[src/hdl/rtcc_pkg.sv]
// Package for the rank to Cartesian coordinates block.
// Holds field widths, register indexes, status codes and the result type.
// Depends on nothing.
package rtcc_pkg;

  localparam int unsigned CFG_W     = 17;
  localparam int unsigned COORD_W   = 16;
  localparam int unsigned AXIS_W    = 3;
  localparam int unsigned STATUS_W  = 2;
  localparam int unsigned REG_IDX_W = 3;

  typedef logic [CFG_W-1:0] cfg_word_t;

  localparam logic [REG_IDX_W-1:0] REG_NUM_DIMS    = 3'd0;
  localparam logic [REG_IDX_W-1:0] REG_GROUP_SIZE  = 3'd1;
  localparam logic [REG_IDX_W-1:0] REG_EXTENT_BASE = 3'd2;

  localparam logic [STATUS_W-1:0] STATUS_OK    = 2'd0;
  localparam logic [STATUS_W-1:0] STATUS_RANK  = 2'd1;
  localparam logic [STATUS_W-1:0] STATUS_COUNT = 2'd2;

  typedef struct packed {
    logic [COORD_W-1:0]  coordinate;
    logic [AXIS_W-1:0]   axis;
    logic [STATUS_W-1:0] status;
    logic                last;
  } result_t;

endpackage

[src/hdl/rtcc_div.sv]
// Bit-serial restoring divider, one quotient bit per cycle.
// Stand-alone; the width is set by the DW parameter.
module rtcc_div #(
  parameter int unsigned DW = 17
) (
  input  logic          clk,
  input  logic          rst,
  input  logic          start,
  input  logic [DW-1:0] dividend,
  input  logic [DW-1:0] divisor,
  output logic          done,
  output logic [DW-1:0] quotient,
  output logic [DW-1:0] remainder
);

  localparam int unsigned CW = $clog2(DW + 1);

  logic          busy;
  logic [CW-1:0] count;
  logic [DW-1:0] quo;
  logic [DW-1:0] rem;
  logic [DW-1:0] dvs;
  logic [DW:0]   shifted;
  logic [DW:0]   trial;

  assign shifted = {rem, quo[DW-1]};
  assign trial   = shifted - {1'b0, dvs};

  always_ff @(posedge clk) begin
    if (rst) begin
      busy  <= 1'b0;
      done  <= 1'b0;
      count <= '0;
    end else begin
      done <= 1'b0;
      if (start) begin
        busy  <= 1'b1;
        count <= CW'(DW);
      end else if (busy) begin
        count <= count - CW'(1);
        if (count == CW'(1)) begin
          busy <= 1'b0;
          done <= 1'b1;
        end
      end
    end
  end

  always_ff @(posedge clk) begin
    if (start) begin
      quo <= dividend;
      rem <= '0;
      dvs <= divisor;
    end else if (busy) begin
      if (!trial[DW]) begin
        rem <= trial[DW-1:0];
        quo <= {quo[DW-2:0], 1'b1};
      end else begin
        rem <= shifted[DW-1:0];
        quo <= {quo[DW-2:0], 1'b0};
      end
    end
  end

  assign quotient  = quo;
  assign remainder = rem;

endmodule

[src/hdl/rtcc_cfg.sv]
// Configuration registers: dimension count, group size and the extents.
// Depends on rtcc_pkg for widths and register indexes.
module rtcc_cfg
  import rtcc_pkg::*;
#(
  parameter int unsigned MAX_DIMS = 6
) (
  input  logic                          clk,
  input  logic                          rst,
  input  logic                          wr_en,
  input  logic [REG_IDX_W-1:0]          wr_index,
  input  cfg_word_t                     wr_data,
  output logic [AXIS_W-1:0]             num_dims,
  output cfg_word_t                     group_size,
  output logic [MAX_DIMS-1:0][CFG_W-1:0] extent
);

  always_ff @(posedge clk) begin
    if (rst) begin
      num_dims   <= AXIS_W'(1);
      group_size <= CFG_W'(1);
      for (int i = 0; i < MAX_DIMS; i++) begin
        extent[i] <= CFG_W'(1);
      end
    end else if (wr_en) begin
      if (wr_index == REG_NUM_DIMS) begin
        num_dims <= wr_data[AXIS_W-1:0];
      end
      if (wr_index == REG_GROUP_SIZE) begin
        group_size <= wr_data;
      end
      for (int i = 0; i < MAX_DIMS; i++) begin
        if (wr_index == REG_EXTENT_BASE + REG_IDX_W'(i)) begin
          extent[i] <= wr_data;
        end
      end
    end
  end

endmodule

[src/hdl/rank_to_cartesian_coords.sv]
// Top level: turns a linear rank into row-major grid coordinates.
// Depends on rtcc_pkg, rtcc_cfg and rtcc_div.
//
// Channel   Handshake            Fields
// rank      rank_valid/stall     proc_rank, max_coords
// coord     coord_valid/stall    coordinate, axis, status, last
// cfg       cfg_valid/ready      cfg_index, cfg_data
//
// Each dimension takes two passes of the bit-serial divider, whose width DW is
// the larger of RANK_WIDTH and 17, sequenced by the S_NEXT and S_EMIT states.
// A dimension whose factor runs out to zero skips the second pass.
// An error request goes straight to S_EMIT. One request is worked on at a time.
// A stalled result waits in the output register; the sequencer holds its
// next result until that register is free. Reset sets every config register to one.
module rank_to_cartesian_coords
  import rtcc_pkg::*;
#(
  parameter int unsigned MAX_DIMS   = 6,
  parameter int unsigned RANK_WIDTH = 16
) (
  input  logic                  clk,
  input  logic                  rst,
  input  logic                  rank_valid,
  output logic                  rank_stall,
  input  logic [RANK_WIDTH-1:0] proc_rank,
  input  logic [AXIS_W-1:0]     max_coords,
  output logic                  coord_valid,
  input  logic                  coord_stall,
  output logic [COORD_W-1:0]    coordinate,
  output logic [AXIS_W-1:0]     axis,
  output logic [STATUS_W-1:0]   status,
  output logic                  last,
  input  logic                  cfg_valid,
  output logic                  cfg_ready,
  input  logic [REG_IDX_W-1:0]  cfg_index,
  input  cfg_word_t             cfg_data
);

  localparam int unsigned DW = (RANK_WIDTH > CFG_W) ? RANK_WIDTH : CFG_W;
  localparam int unsigned IW = (MAX_DIMS > 1) ? $clog2(MAX_DIMS) : 1;

  localparam logic [2:0] S_IDLE = 3'd0;
  localparam logic [2:0] S_NEXT = 3'd1;
  localparam logic [2:0] S_DIVF = 3'd2;
  localparam logic [2:0] S_DIVR = 3'd3;
  localparam logic [2:0] S_EMIT = 3'd4;

  logic [2:0]                    state;
  logic [RANK_WIDTH-1:0]         rank;
  cfg_word_t                     factor;
  logic [AXIS_W-1:0]             dim;
  result_t                       pend;
  result_t                       out_reg;

  logic [AXIS_W-1:0]             num_dims;
  cfg_word_t                     group_size;
  logic [MAX_DIMS-1:0][CFG_W-1:0] extent;
  logic [AXIS_W-1:0]             n_eff;
  cfg_word_t                     ext_cur;
  logic                          last_dim;
  logic                          out_free;

  logic                          div_start;
  logic                          div_done;
  logic [DW-1:0]                 div_dividend;
  logic [DW-1:0]                 div_divisor;
  logic [DW-1:0]                 div_quo;
  logic [DW-1:0]                 div_rem;

  rtcc_cfg #(
    .MAX_DIMS(MAX_DIMS)
  ) u_cfg (
    .clk       (clk),
    .rst       (rst),
    .wr_en     (cfg_valid & cfg_ready),
    .wr_index  (cfg_index),
    .wr_data   (cfg_data),
    .num_dims  (num_dims),
    .group_size(group_size),
    .extent    (extent)
  );

  rtcc_div #(
    .DW(DW)
  ) u_div (
    .clk      (clk),
    .rst      (rst),
    .start    (div_start),
    .dividend (div_dividend),
    .divisor  (div_divisor),
    .done     (div_done),
    .quotient (div_quo),
    .remainder(div_rem)
  );

  assign cfg_ready  = 1'b1;
  assign rank_stall = (state != S_IDLE);
  assign out_free   = !coord_valid || !coord_stall;

  always_comb begin
    if (num_dims == '0) begin
      n_eff = AXIS_W'(1);
    end else if (num_dims > AXIS_W'(MAX_DIMS)) begin
      n_eff = AXIS_W'(MAX_DIMS);
    end else begin
      n_eff = num_dims;
    end
  end

  assign ext_cur  = (extent[dim[IW-1:0]] == '0) ? CFG_W'(1) : extent[dim[IW-1:0]];
  assign last_dim = (dim == n_eff - AXIS_W'(1));

  assign div_start = (state == S_NEXT) ||
                     ((state == S_DIVF) && div_done && (div_quo != '0));
  assign div_dividend = (state == S_NEXT) ? DW'(factor) : DW'(rank);
  assign div_divisor  = (state == S_NEXT) ? DW'(ext_cur) : div_quo;

  always_ff @(posedge clk) begin
    if (rst) begin
      state       <= S_IDLE;
      coord_valid <= 1'b0;
    end else begin
      if ((state == S_EMIT) && out_free) begin
        coord_valid <= 1'b1;
      end else if (coord_valid && !coord_stall) begin
        coord_valid <= 1'b0;
      end
      unique case (state)
        S_IDLE: begin
          if (rank_valid) begin
            if (max_coords == '0 || DW'(proc_rank) >= DW'(group_size)) begin
              state <= S_EMIT;
            end else begin
              state <= S_NEXT;
            end
          end
        end
        S_NEXT: begin
          state <= S_DIVF;
        end
        S_DIVF: begin
          if (div_done) begin
            state <= (div_quo == '0) ? S_EMIT : S_DIVR;
          end
        end
        S_DIVR: begin
          if (div_done) begin
            state <= S_EMIT;
          end
        end
        S_EMIT: begin
          if (out_free) begin
            state <= pend.last ? S_IDLE : S_NEXT;
          end
        end
        default: begin
          state <= S_IDLE;
        end
      endcase
    end
  end

  always_ff @(posedge clk) begin
    case (state)
      S_IDLE: begin
        rank   <= proc_rank;
        factor <= group_size;
        dim    <= '0;
        pend.coordinate <= '0;
        pend.axis       <= '0;
        pend.last       <= 1'b1;
        if (max_coords == '0) begin
          pend.status <= STATUS_COUNT;
        end else begin
          pend.status <= STATUS_RANK;
        end
      end
      S_DIVF: begin
        if (div_done) begin
          factor          <= div_quo[CFG_W-1:0];
          pend.coordinate <= '0;
          pend.axis       <= dim;
          pend.status     <= STATUS_OK;
          pend.last       <= last_dim;
        end
      end
      S_DIVR: begin
        if (div_done) begin
          rank            <= div_rem[RANK_WIDTH-1:0];
          pend.coordinate <= div_quo[COORD_W-1:0];
        end
      end
      S_EMIT: begin
        if (out_free) begin
          out_reg <= pend;
          if (!pend.last) begin
            dim <= dim + AXIS_W'(1);
          end
        end
      end
      default: begin
      end
    endcase
  end

  assign coordinate = out_reg.coordinate;
  assign axis       = out_reg.axis;
  assign status     = out_reg.status;
  assign last       = out_reg.last;

endmodule

[config.mk]
export PLATFORM = sky130hd
export DESIGN_NAME = rank_to_cartesian_coords
export DESIGN_NICKNAME = d
export VERILOG_FILES = /design/src/hdl/rtcc_pkg.sv /design/src/hdl/rtcc_div.sv /design/src/hdl/rtcc_cfg.sv /design/src/hdl/rank_to_cartesian_coords.sv
export SDC_FILE = /design/constraint.sdc
export NUM_CORES = 1
export LEC_CHECK = 0
export BUFFER_PORTS_ARGS = -buffer_cell sky130_fd_sc_hd__buf_2
export CORE_ASPECT_RATIO = 1.2
export CORE_MARGIN = 3
export CORE_UTILIZATION = 55
export CTS_CLUSTER_SIZE = 14
export DETAILED_ROUTE_END_ITERATION = 8
export PLACE_DENSITY = 0.86
export SETUP_SLACK_MARGIN = 0.15
export SKIP_LAST_GASP = 1
export SYNTH_ARGS = -nofsm -noshare
export SYNTH_HDL_FRONTEND = slang
export SYNTH_SLANG_ARGS = --single-unit
[constraint.sdc]
create_clock -name clk -period 3.1 [get_ports clk]
set_input_delay 0.31 -clock clk [delete_from_list [all_inputs] [get_ports clk]]
set_output_delay 0.31 -clock clk [all_outputs]
set_load 0.01 [all_outputs]
==> results of run 1 <==
[layout make-up]
type                       count  area [um^2]
sequential                   264         6430
timing repair buffer         102          613
tap                          274          343
clock buffer                  35          706
inverter                      43          161
fill                        1730         8010
multi-input combinational    889         5450
clock inverter                13          136
[critical path, cell delays in order, from the launching register on]
cell and delay [ns]:
edfxtp_1 0.42, inv_1 0.08, ha_1 0.22, nor2b_1 0.15, o2111ai_1 0.27, a21oi_2 0.15, a2111oi_4 0.35, o31ai_4 0.09
xor2_2 0.15, buf_4 0.26, mux2_2 0.38, a21oi_1 0.17
[cells in the mapped netlist (3+ instances only)]
| library cell | count | area share (%) |
|---|---|---|
| ha_1 | 37 | 3.7 |
| nor2_1 | 61 | 1.9 |
| a21oi_1 | 154 | 6.2 |
| edfxtp_1 | 114 | 28 |
| mux4_2 | 17 | 3.1 |
| a31oi_1 | 4 | 0.20 |
| nand2b_1 | 9 | 0.46 |
| o21a_1 | 3 | 0.18 |
| a21o_1 | 10 | 0.61 |
| clkbuf_1 | 63 | 1.9 |
| a21oi_2 | 4 | 0.28 |
| nor2b_1 | 10 | 0.51 |
| xor2_1 | 7 | 0.50 |
| buf_2 | 7 | 0.28 |
| clkbuf_2 | 3 | 0.12 |
| inv_1 | 41 | 1.2 |
| mux2i_1 | 32 | 2.6 |
| o21ai_0 | 52 | 2.1 |
| nand4_1 | 8 | 0.41 |
| buf_4 | 3 | 0.18 |
| xnor2_1 | 16 | 1.1 |
| and2_1 | 3 | 0.15 |
| nor4_1 | 9 | 0.46 |
| nand4b_1 | 5 | 0.35 |
| o21bai_1 | 3 | 0.18 |
| and3_1 | 19 | 0.96 |
| nor3_1 | 13 | 0.53 |
| a211oi_1 | 5 | 0.30 |
| or3_1 | 4 | 0.20 |
| nand2_1 | 300 | 9.1 |
| o31ai_1 | 4 | 0.24 |
| a221oi_1 | 15 | 1.1 |
| mux2_2 | 34 | 3.1 |
| dfxtp_1 | 150 | 24 |
| nor4b_1 | 3 | 0.21 |
| or4_1 | 4 | 0.24 |
| nand3_1 | 10 | 0.41 |
| nand3b_1 | 8 | 0.49 |
| o211ai_1 | 4 | 0.24 |
[layer usage]
metal	global-route usage, %	up-vias	share of wire (%)
met1	31.1	4632	39
met3	2.81	76	6.4
met4	9.47	0	3.8
met2	44.1	374	51
li1	-	4587	-
met5	0	-	0
[cells by family (layout without fill, tap and decap cells)]
kind of cell               after synthesis  in the layout
DFF                                    264            264
muxes                                   83             83
xor gates and xnor gates                24             24
other                                    1              1
AOI/OAI and AO/OA                      272            272
buffers and inverters                  121            193
adders and majority gates               38             38
and+or+nand+nor                        471            471
[sequential cells by signal, indices dropped and copies added, names as in the netlist, 2 cells and up]
| name | flops |
|---|---|
| u_cfg.extent | 102 |
| pend | 22 |
| factor | 17 |
| u_cfg.group_size | 17 |
| u_div.dvs | 17 |
| u_div.quotient | 17 |
| u_div.remainder | 17 |
| coordinate | 16 |
| rank | 16 |
| u_div.count | 5 |
| axis | 3 |
| dim | 3 |
| state | 3 |
| u_cfg.num_dims | 3 |
| status | 2 |
[stage by stage]
stage | instances | setup slack [ns] | util [%] | cell area, um^2
2_1_floorplan | 1274 | 0.309 | - | 12300
3_3_place_gp | 1572 | 0.386 | 59.5 | 13000
3_5_place_dp | 1572 | 0.352 | 59.5 | 13000
4_1_cts | 1620 | 0.260 | 63.3 | 13800
5_1_grt | 1620 | 0.195 | 63.3 | 13800
6_report | 1620 | 0.343 | 63.3 | 13800
[report_power, final]
group          switching, W  leakage [nW]  total, W  internal, W
registers          0.000407          2.35   0.00472      0.00431
clock network       0.00129         0.397   0.00313      0.00184
logic               0.00173          2.54   0.00295      0.00122
total               0.00343          5.28    0.0108      0.00737
[what timing repair did]
action	in CTS	in global routing
resized for setup	0	1
hold buffers	0	0
endpoints found under the setup margin	0	4
[path summary, 6_finish.rpt]
check,to,cells after the start
max,u_div.remainder[1],11
min,u_cfg.extent[93],3
max reg2reg,u_div.remainder[1],11
min reg2reg,coordinate[7],0
[layout by cell type (no fill, tap or decap), types with 5 or more instances in the layout]
master     synthesis  routed
nand2_1          300     300
a21oi_1          154     153
dfxtp_1          150     150
edfxtp_1         114     114
buf_2              7      66
nor2_1            61      61
o21ai_0           52      52
inv_1             41      41
ha_1              37      37
buf_4              3      35
mux2_2            34      34
mux2i_1           32      32
clkbuf_16          0      27
and3_1            19      19
mux4_2            17      17
xnor2_1           16      16
a221oi_1          15      15
nor3_1            13      13
a21o_1            10      10
nand3_1           10      10
nand2b_1           9       9
nor4_1             9       8
nand4_1            8       8
nor2b_1           10       8
nand3b_1           8       8
clkbuf_1          63       8
clkinv_1           2       7
xor2_1             7       7
a21oi_2            4       5
a211oi_1           5       5
nand4b_1           5       5
==> summary.txt, run 1 <==
status -> finished, final reports clean
Reg clk slew, reported paths -> 0.06 ns
max cap viols -> 0
final WL -> 30400 um
CP Data Arrival Time -> 3.21 ns
final period utilization -> 88.9%
Ys Warns -> 0
Post-Synth Adder-Cell Area -> 3.91%
final hold viol count -> 0
Routed WL per cell -> 18.8 um
initial core utilization -> 56.5%
largest net degree at the start of global routing -> 88
crit-path max FO -> 13
fmax -> 363 MHz
Hold Crit Start -> cfg_data[8]
Yosys reg bits -> 264
port bufs -> 67
Lkg Pwr -> 5.28 nW
Simple-Gate Fraction of Synth Area -> 16.7%
Post-synth EDFFs -> 114
CP required -> 3.55 ns
Slew Limit Fails -> 0
# Post-CTS Setup Buffers -> 0
Total Power -> 0.0108 W
Site Rows -> 59
DIE AREA -> 24300 um^2
drt initial violations -> 896
Setup Skew -> 0.0107 ns
worst hold path class -> in2reg
Synth Area in Compound Gates -> 12.9%
clk_lat worst skew -> 0.53 ns
core footprint -> 21900 um^2
routability cong. -> 0.956
Seq/Total Area, Yosys -> 52.1%
RSZ-0062 raised after global routing -> no
DR pass1 iterations -> 6
crit path kind -> reg2reg
VDD IR max -> 531 uV
min Tclk post-route -> 2.76 ns
Worst-Margin Slew -> 0.896 ns
number of global-route vias before repair -> 9471
setup TNS -> 0 ns
clk buf depth -> 3
drc violations -> 0
Synth Flop Type -> dfxtp_1
area delta synth->final -> 12.1%
CTS Root Cell -> clkbuf_16
Die H -> 170 um
CTS buffer count -> 26
Gate Count Post-Synth -> 1274
critical path endpoint category -> flop
largest family of logic cells by synthesized area -> simple AND/OR/NAND/NOR gates
total gr overflow -> 0
io pins -> 69
Via density -> 5.97
post-synthesis share of cell area spent on xor and xnor gates -> 1.76%
Final #Nets -> 1408
Final HPWL DP -> 21600 um
clk sinks -> 264
pwr dens -> 780 nW/um^2
first-pass GRT wire length -> 48700 um
Post-Syn Area per Cell -> 9.69 um^2
async set or reset register ratio after synthesis -> 0%
CP Launch Type -> flop
R2R setup slack -> 0.34 ns
post-route ant nets -> 0
proportion of layout cells with a drive suffix above 1 -> 14.9%
antenna violations before repair -> 1
hold_ws -> 0.0887 ns
mux contribution to synthesized area -> 8.80%
final setup fails -> 0
H-tree levels -> 1
post-synth cell types -> 61
GRT Total Usage -> 24.9%
worst r2r src -> u_div.dvs[1]
CTS tree -> yes
syn nets -> 1356
Post-Syn Area -> 12300 um^2
Slew HR -> 40.1%
DR vias -> 9669
Horiz. Die Dim -> 143 um
n_diodes -> 0
worst setup path start -> u_div.dvs[1]
(Power assumes the default switching activity.)
==> inputs of run 2 (changes only) <==
CTS_BUF_LIST = sky130_fd_sc_hd__clkbuf_16   (was unset)
SYNTH_HIERARCHICAL = 1   (was unset)
==> run 2 against run 1 <==
Via count fell by 4.3%. First-iteration DRC count fell by 9.0%. Register-to-register slack improved by 0.07 ns. Synthesized area rose by 5.9%. Synthesized cell count fell by 5.7%. Clock-buffer cell count fell by 7. Non-clock buffer count fell by 3. Total power fell by 4.7%. Sequential cell count did not move. Worst setup slack improved by 0.069 ns. Sequential power fell by 4%. Critical path type unchanged. Largest power group unchanged. Highest routed layer unchanged.
==> summary.txt, run 2 <==
final period utilization -> 86.7% (was 88.9%)
clk sinks -> 264 (unchanged)
syn nets -> 1284 (was 1356)
Highest Signal Layer -> met4 (unchanged)
port bufs -> 67 (unchanged)
io pins -> 69 (unchanged)
Via density -> 5.81 (was 5.97)
Post-synth EDFFs -> 114 (unchanged)
Synth Flop Type -> dfxtp_1 (unchanged)
CTS Root Cell -> clkbuf_16 (unchanged)
Seq/Total Area, Yosys -> 49.2% (was 52.1%)
initial core utilization -> 56.1% (was 56.5%)
Post-Syn Area -> 13100 um^2 (was 12300 um^2)
area leader, netlist -> edfxtp_1 (unchanged)
largest net degree at the start of global routing -> 91 (was 88)
most frequent cells after synthesis -> 169 x mux2i_1, 150 x dfxtp_1, 141 x nand2b_1 (was 300 x nand2_1, 154 x a21oi_1, 150 x dfxtp_1)
Horiz. Die Dim -> 147 um (was 143 um)
core footprint -> 23300 um^2 (was 21900 um^2)
Final HPWL DP -> 21300 um (was 21600 um)
final hold viol count -> 0 (unchanged)
max reg flops -> 102 (unchanged)
Final #Nets -> 1339 (was 1408)
dominant cells by area after synthesis -> edfxtp_1 26%, dfxtp_1 23%, mux2i_1 13%, nand2b_1 6.7%, ha_1 3.5% (was edfxtp_1 28%, dfxtp_1 24%, nand2_1 9.1%, a21oi_1 6.2%, ha_1 3.7%)
Slew HR -> 42.4% (was 40.1%)
Worst-Margin Slew -> 0.864 ns (was 0.896 ns)
top-count cell post-synth -> mux2i_1 (was nand2_1)
proportion of layout cells with a drive suffix above 1 -> 15.8% (was 14.9%)
worst hold path class -> in2reg (unchanged)
clk_lat worst skew -> 0.54 ns (was 0.53 ns)
fmax -> 372 MHz (was 363 MHz)
critical path cell sequence -> inv_1, ha_1, fa_1, nand2b_1, a21o_1, a31oi_1, a41oi_1, xnor2_1, mux2i_1, a211oi_2 (was inv_1, ha_1, nor2b_1, o2111ai_1, a21oi_2, a2111oi_4, o31ai_4, xor2_2, buf_4, mux2_2, a21oi_1)
Reg clk slew, reported paths -> 0.06 ns (about the same)
drt initial violations -> 815 (was 896)
post-route ant nets -> 0 (unchanged)
met3 WL -> 2000 um (was 1940 um)
placed insts -> 1540 (was 1572)
Lkg Pwr -> 6.08 nW (was 5.28 nW)
CP Data Arrival Time -> 3.14 ns (was 3.21 ns)
DRT met1 WL -> 11800 um (was 11900 um)
total gr overflow -> 0 (unchanged)
clk buf depth -> 3 (unchanged)
Max stage delay on crit path -> 0.41 ns (was 0.42 ns)
final WL -> 30200 um (was 30400 um)
Post-Syn Area per Cell -> 10.9 um^2 (was 9.69 um^2)
routability cong. -> 0.904 (was 0.956)
Ys Warns -> 6 (was 0)
critical path endpoint category -> flop (unchanged)
largest reg by FF count -> u_cfg/extent (was u_cfg.extent)
commonest cells after routing, fill and taps aside -> 169 x mux2i_1, 150 x dfxtp_1, 141 x nand2b_1, 114 x edfxtp_1, 99 x nand2_1 (was 300 x nand2_1, 153 x a21oi_1, 150 x dfxtp_1, 114 x edfxtp_1, 66 x buf_2)
CTS buffer count -> 27 (was 26)
post-synth cell types -> 75 (was 61)
Site Rows -> 61 (was 59)
DIE AREA -> 25700 um^2 (was 24300 um^2)
Routed WL per cell -> 19.0 um (was 18.8 um)
Die H -> 175 um (was 170 um)
VDD IR max -> 400 uV (was 531 uV)
status -> finished, final reports clean (unchanged)
n_diodes -> 0 (unchanged)
Yosys top cell area share -> 26.2% (was 27.7%)
RSZ-0062 raised after global routing -> no (unchanged)
max cap viols -> 0 (unchanged)
Slew Limit Fails -> 0 (unchanged)
antenna violations before repair -> 0 (was 1)
DR vias -> 9258 (was 9669)
critical path's slowest cell -> fa_1 (was edfxtp_1)
final setup fails -> 0 (unchanged)
area delta synth->final -> 10.9% (was 12.1%)
Gate Count Post-Synth -> 1202 (was 1274)
async set or reset register ratio after synthesis -> 0% (unchanged)
Setup Skew -> 0.0156 ns (was 0.0107 ns)
Finished Layout Cells -> 1593 (was 1620)
Yosys reg bits -> 264 (unchanged)
CP Launch Type -> flop (unchanged)
setup TNS -> 0 ns (unchanged)
most common cell after layout, fill and taps aside -> mux2i_1 (was nand2_1)
crit-path max FO -> 4 (was 13)
CP required -> 3.56 ns (was 3.55 ns)
CTS tree -> yes (unchanged)
number of global-route vias before repair -> 9268 (was 9471)
min Tclk post-route -> 2.69 ns (was 2.76 ns)
drc violations -> 0 (unchanged)
CTS resizes -> 0 (unchanged)
first-pass GRT wire length -> 48200 um (was 48700 um)
DR pass1 iterations -> 5 (was 6)
H-tree levels -> 1 (unchanged)
GRT Total Usage -> 23.2% (was 24.9%)
Filler cells -> 1764 (was 1730)
crit path kind -> reg2reg (unchanged)
met2 WL -> 15100 um (was 15400 um)
pwr dens -> 710 nW/um^2 (was 780 nW/um^2)
Largest regs -> u_cfg/extent x102, pend x22 (was u_cfg.extent x102, pend x22)
## run 2: cells by family (layout without fill, tap and decap cells)
kind of cell | count (synthesis) | count (layout) | synth area share [%]
AND/OR/NAND/NOR | 386 | 386 | 15.7
adder cells (fa/ha/maj) | 38 | 38 | 3.70
buffers and inverters | 122 | 198 | 4.52
XOR/XNOR | 24 | 24 | 1.75
flip-flops | 264 | 264 | 49.2
AO/OA/AOI/OAI | 152 | 152 | 7.42
other | 1 | 1 | 0.0287
multiplexers | 215 | 215 | 17.7
## run 2: path summary, 6_finish.rpt
path,endpoint,startpoint,cells after the start,slack (ns)
min reg2reg,coordinate[7],pend[13],0,0.42
max reg2reg,u_div/remainder[12],u_div/quotient[16],10,0.41
max,u_div/remainder[12],u_div/quotient[16],10,0.41
min,rank[4],proc_rank[4],3,0.07
## run 2: metrics by stage
stage	setup WS (ns)	util [%]	hold WS (ns)	instance area (um^2)	power, W
6_report	0.411	62.3	0.0727	14500	0.0103
4_1_cts	0.333	62.2	0.0604	14500	0.0103
2_1_floorplan	0.236	-	0.379	13100	0.00659
5_1_grt	0.285	62.3	0.0872	14500	0.0108
3_3_place_gp	0.453	58.7	0.401	13700	0.00718
3_5_place_dp	0.341	58.7	0.405	13700	0.00729
## run 2: layout make-up
type | count | area [um^2] | share of cell area (%)
clock buffers | 28 | 701 | 4.83
repair buffers | 99 | 603 | 4.16
multi-input cells | 816 | 6080 | 41.9
flip-flops and latches | 264 | 6430 | 44.3
clock inverters | 22 | 111 | 0.768
well taps | 315 | 394 | 2.72
inverters | 49 | 184 | 1.27
## run 2: worst max-delay path: cells and delay by family, from the launching register on
kind                       cells  cell delay, ns
and+or+nand+nor                1            0.18
muxes                          1            0.11
xor gates and xnor gates       1            0.20
buffers and inverters          1            0.08
DFF                            1            0.40
adders and majority gates      2            0.64
AOI/OAI and AO/OA              4            0.98
## run 2: power by group
part,leakage [nW],internal (W),switching [W]
logic,3.32,0.00117,0.00162
clock network,0.409,0.00164,0.00134
registers,2.35,0.00421,0.000319
total,6.08,0.00702,0.00327
## run 2: layer usage
layer	global-route usage (%)	up-vias
li1	-	4339
met1	28.5	4473
met2	40.8	358
met3	3.24	88
met4	9.69	0
met5	0	-
## run 2: what timing repair did
| action | in CTS | in global routing |
|---|---|---|
| hold buffers | 0 | 0 |
| buffers inserted | 0 | 3 |
| endpoints found under the setup margin | 0 | 6 |
==> inputs of run 3 (changes only) <==
REMOVE_ABC_BUFFERS = 1   (was unset)
==> run 3 against run 2 <==
Sequential power about the same. Wire length increased by 3.4%. Clock power increased by 6.7%. Die area unchanged. Core utilization increased by 0.25 points. Clock-buffer cell count increased by 4. Critical endpoint is now u_div/remainder[14]. Largest cell class unchanged.
==> summary.txt, run 3 (synthesized netlist as in run 2, its figures left out) <==
Lkg Pwr -> 6.11 nW (was 6.08 nW)
worst reg2reg path depth -> 10 (unchanged)
core footprint -> 23300 um^2 (unchanged)
largest reg by FF count -> u_cfg/extent (unchanged)
dpl ws -> 0.397 ns (was 0.341 ns)
number of global-route vias before repair -> 9401 (was 9268)
Setup Skew -> 0.0125 ns (was 0.0156 ns)
GRT Total Usage -> 23.8% (was 23.2%)
max cap viols -> 0 (unchanged)
antenna violations before repair -> 0 (unchanged)
largest net degree at the start of global routing -> 65 (was 91)
pwr dens -> 717 nW/um^2 (was 710 nW/um^2)
Routed WL per cell -> 19.7 um (was 19.0 um)
Slew Limit Fails -> 0 (unchanged)
DR pass1 iterations -> 5 (unchanged)
Final #Nets -> 1336 (was 1339)
Die H -> 175 um (unchanged)
final period utilization -> 87.5% (was 86.7%)
RR Endpoint -> u_div/remainder[14] (was u_div/remainder[12])
drc violations -> 0 (unchanged)
RSZ-0062 raised after global routing -> no (unchanged)
CP Launch Type -> flop (unchanged)
routability cong. -> 0.912 (was 0.904)
final hold viol count -> 0 (unchanged)
commonest cells after routing, fill and taps aside -> 169 x mux2i_1, 150 x dfxtp_1, 141 x nand2b_1, 114 x edfxtp_1, 99 x nand2_1 (unchanged)
Via density -> 5.81 (about the same)
CTS resizes -> 0 (unchanged)
clk sinks -> 264 (unchanged)
CP Data Arrival Time -> 3.17 ns (was 3.14 ns)
n_diodes -> 0 (unchanged)
crit path kind -> reg2reg (unchanged)
CTS Root Cell -> clkbuf_16 (unchanged)
initial core utilization -> 56.1% (unchanged)
CTS tree -> yes (unchanged)
H-tree levels -> 1 (unchanged)
max reg flops -> 102 (unchanged)
io pins -> 69 (unchanged)
Largest regs -> u_cfg/extent x102, pend x22 (unchanged)
worst r2r src -> u_div/quotient[9] (was u_div/quotient[16])
critical path endpoint category -> flop (unchanged)
setup TNS -> 0 ns (unchanged)
DR vias -> 9230 (was 9258)
total gr overflow -> 0 (unchanged)
Hold Path Depth -> 3 (unchanged)
DIE AREA -> 25700 um^2 (unchanged)
fin area -> 14600 um^2 (was 14500 um^2)
drt initial violations -> 815 (unchanged)
most common cell after layout, fill and taps aside -> mux2i_1 (unchanged)
Hold Crit Start -> proc_rank[6] (was proc_rank[4])
final setup fails -> 0 (unchanged)
Worst-Margin Slew -> 1.25 ns (was 0.864 ns)
placed instance area -> 13700 um^2 (about the same)
Slew HR -> 16.2% (was 42.4%)
Final HPWL DP -> 21400 um (was 21300 um)
Horiz. Die Dim -> 147 um (unchanged)
# Post-CTS Setup Buffers -> 0 (unchanged)
Hold Path End -> rank[6] (was rank[4])
port bufs -> 67 (unchanged)
post-route ant nets -> 0 (unchanged)
final WL -> 31300 um (was 30200 um)
CTS buffer count -> 26 (was 27)
worst hold path class -> in2reg (unchanged)
clk buf depth -> 3 (unchanged)
proportion of layout cells with a drive suffix above 1 -> 15.9% (was 15.8%)
CP required -> 3.56 ns (about the same)
hold_buf cts -> 0 (unchanged)
first-pass GRT wire length -> 49900 um (was 48200 um)
area delta synth->final -> 11.4% (was 10.9%)
Reg clk slew, reported paths -> 0.06 ns (about the same)
Site Rows -> 61 (unchanged)
final worst slack -> 0.388 ns (was 0.411 ns)
R2R setup slack -> 0.39 ns (was 0.41 ns)
VDD IR max -> 442 uV (was 400 uV)
clk_lat worst skew -> 0.53 ns (was 0.54 ns)
crit-path max FO -> 51 (was 4)
min Tclk post-route -> 2.71 ns (was 2.69 ns)
fmax -> 369 MHz (was 372 MHz)
status -> finished, final reports clean (unchanged)
run 3: cell types whose count changed in the layout (fill, tap and decap cells not counted), sizes merged:
cell	delta
clkbuf	+4
clkinv	-4
buf	-2
clkinvlp	-2
run 3: per-layer routing:
metal  GRT usage [%]  part of all wire, %  vias up
met5               0                    0        -
li1                -                    -     4333
met1            29.5                   40     4451
met3            2.78                  5.3       97
met4            10.7                  4.7        0
met2            41.9                   50      349
run 3: worst max-delay path, cell delays in order, from the launching register on:
cell and delay [ns]:
edfxtp_1 0.39, nor4_1 0.61, nand4_1 0.18, nor4_1 0.24, buf_4 0.20, o22ai_4 0.06
buf_4 0.34, nor2b_1 0.31, nand2_1 0.09, a2bb2oi_1 0.13, o21ai_1 0.07
run 3: power breakdown:
group | leakage (nW) | switching (W) | internal (W) | total (W)
Sequential | 2.35 | 0.000313 | 0.00421 | 0.00453
Combinational | 3.31 | 0.00163 | 0.00112 | 0.00275
Clock | 0.452 | 0.00134 | 0.00183 | 0.00317
run 3: final cells by class:
class	count	area (um^2)
clock buffer	32	801
clock inverter	16	71.3
fill	1784	8720
inverter	49	184
multi-input combinational	816	6080
sequential	264	6430
tap	315	394
timing repair buffer	97	601
run 3: worst max-delay path by stage:
stage                                   start                  end  slack, ns
after floorplan                      state[1]    u_div/quotient[0]      -3.22
final                       u_div/quotient[9]  u_div/remainder[14]       0.39
after global routing      u_div/remainder[11]   u_div/remainder[4]       0.26
after CTS                   u_div/quotient[9]  u_div/remainder[14]       0.38
after detailed placement    u_div/quotient[9]  u_div/remainder[14]       0.40
after global placement      u_div/quotient[9]  u_div/remainder[14]       0.43
run 3: metrics by stage:
step / std cells / total power (W) / hold slack (ns) / util [%]
after global placement: 1541 / 0.00722 / 0.403 / 58.8
after floorplan: 1129 / 0.00645 / 0.379 / -
final: 1589 / 0.0104 / 0.0872 / 62.5
after detailed placement: 1541 / 0.00729 / 0.405 / 58.8
after global routing: 1589 / 0.0109 / 0.0944 / 62.5
after CTS: 1589 / 0.0105 / 0.0715 / 62.5
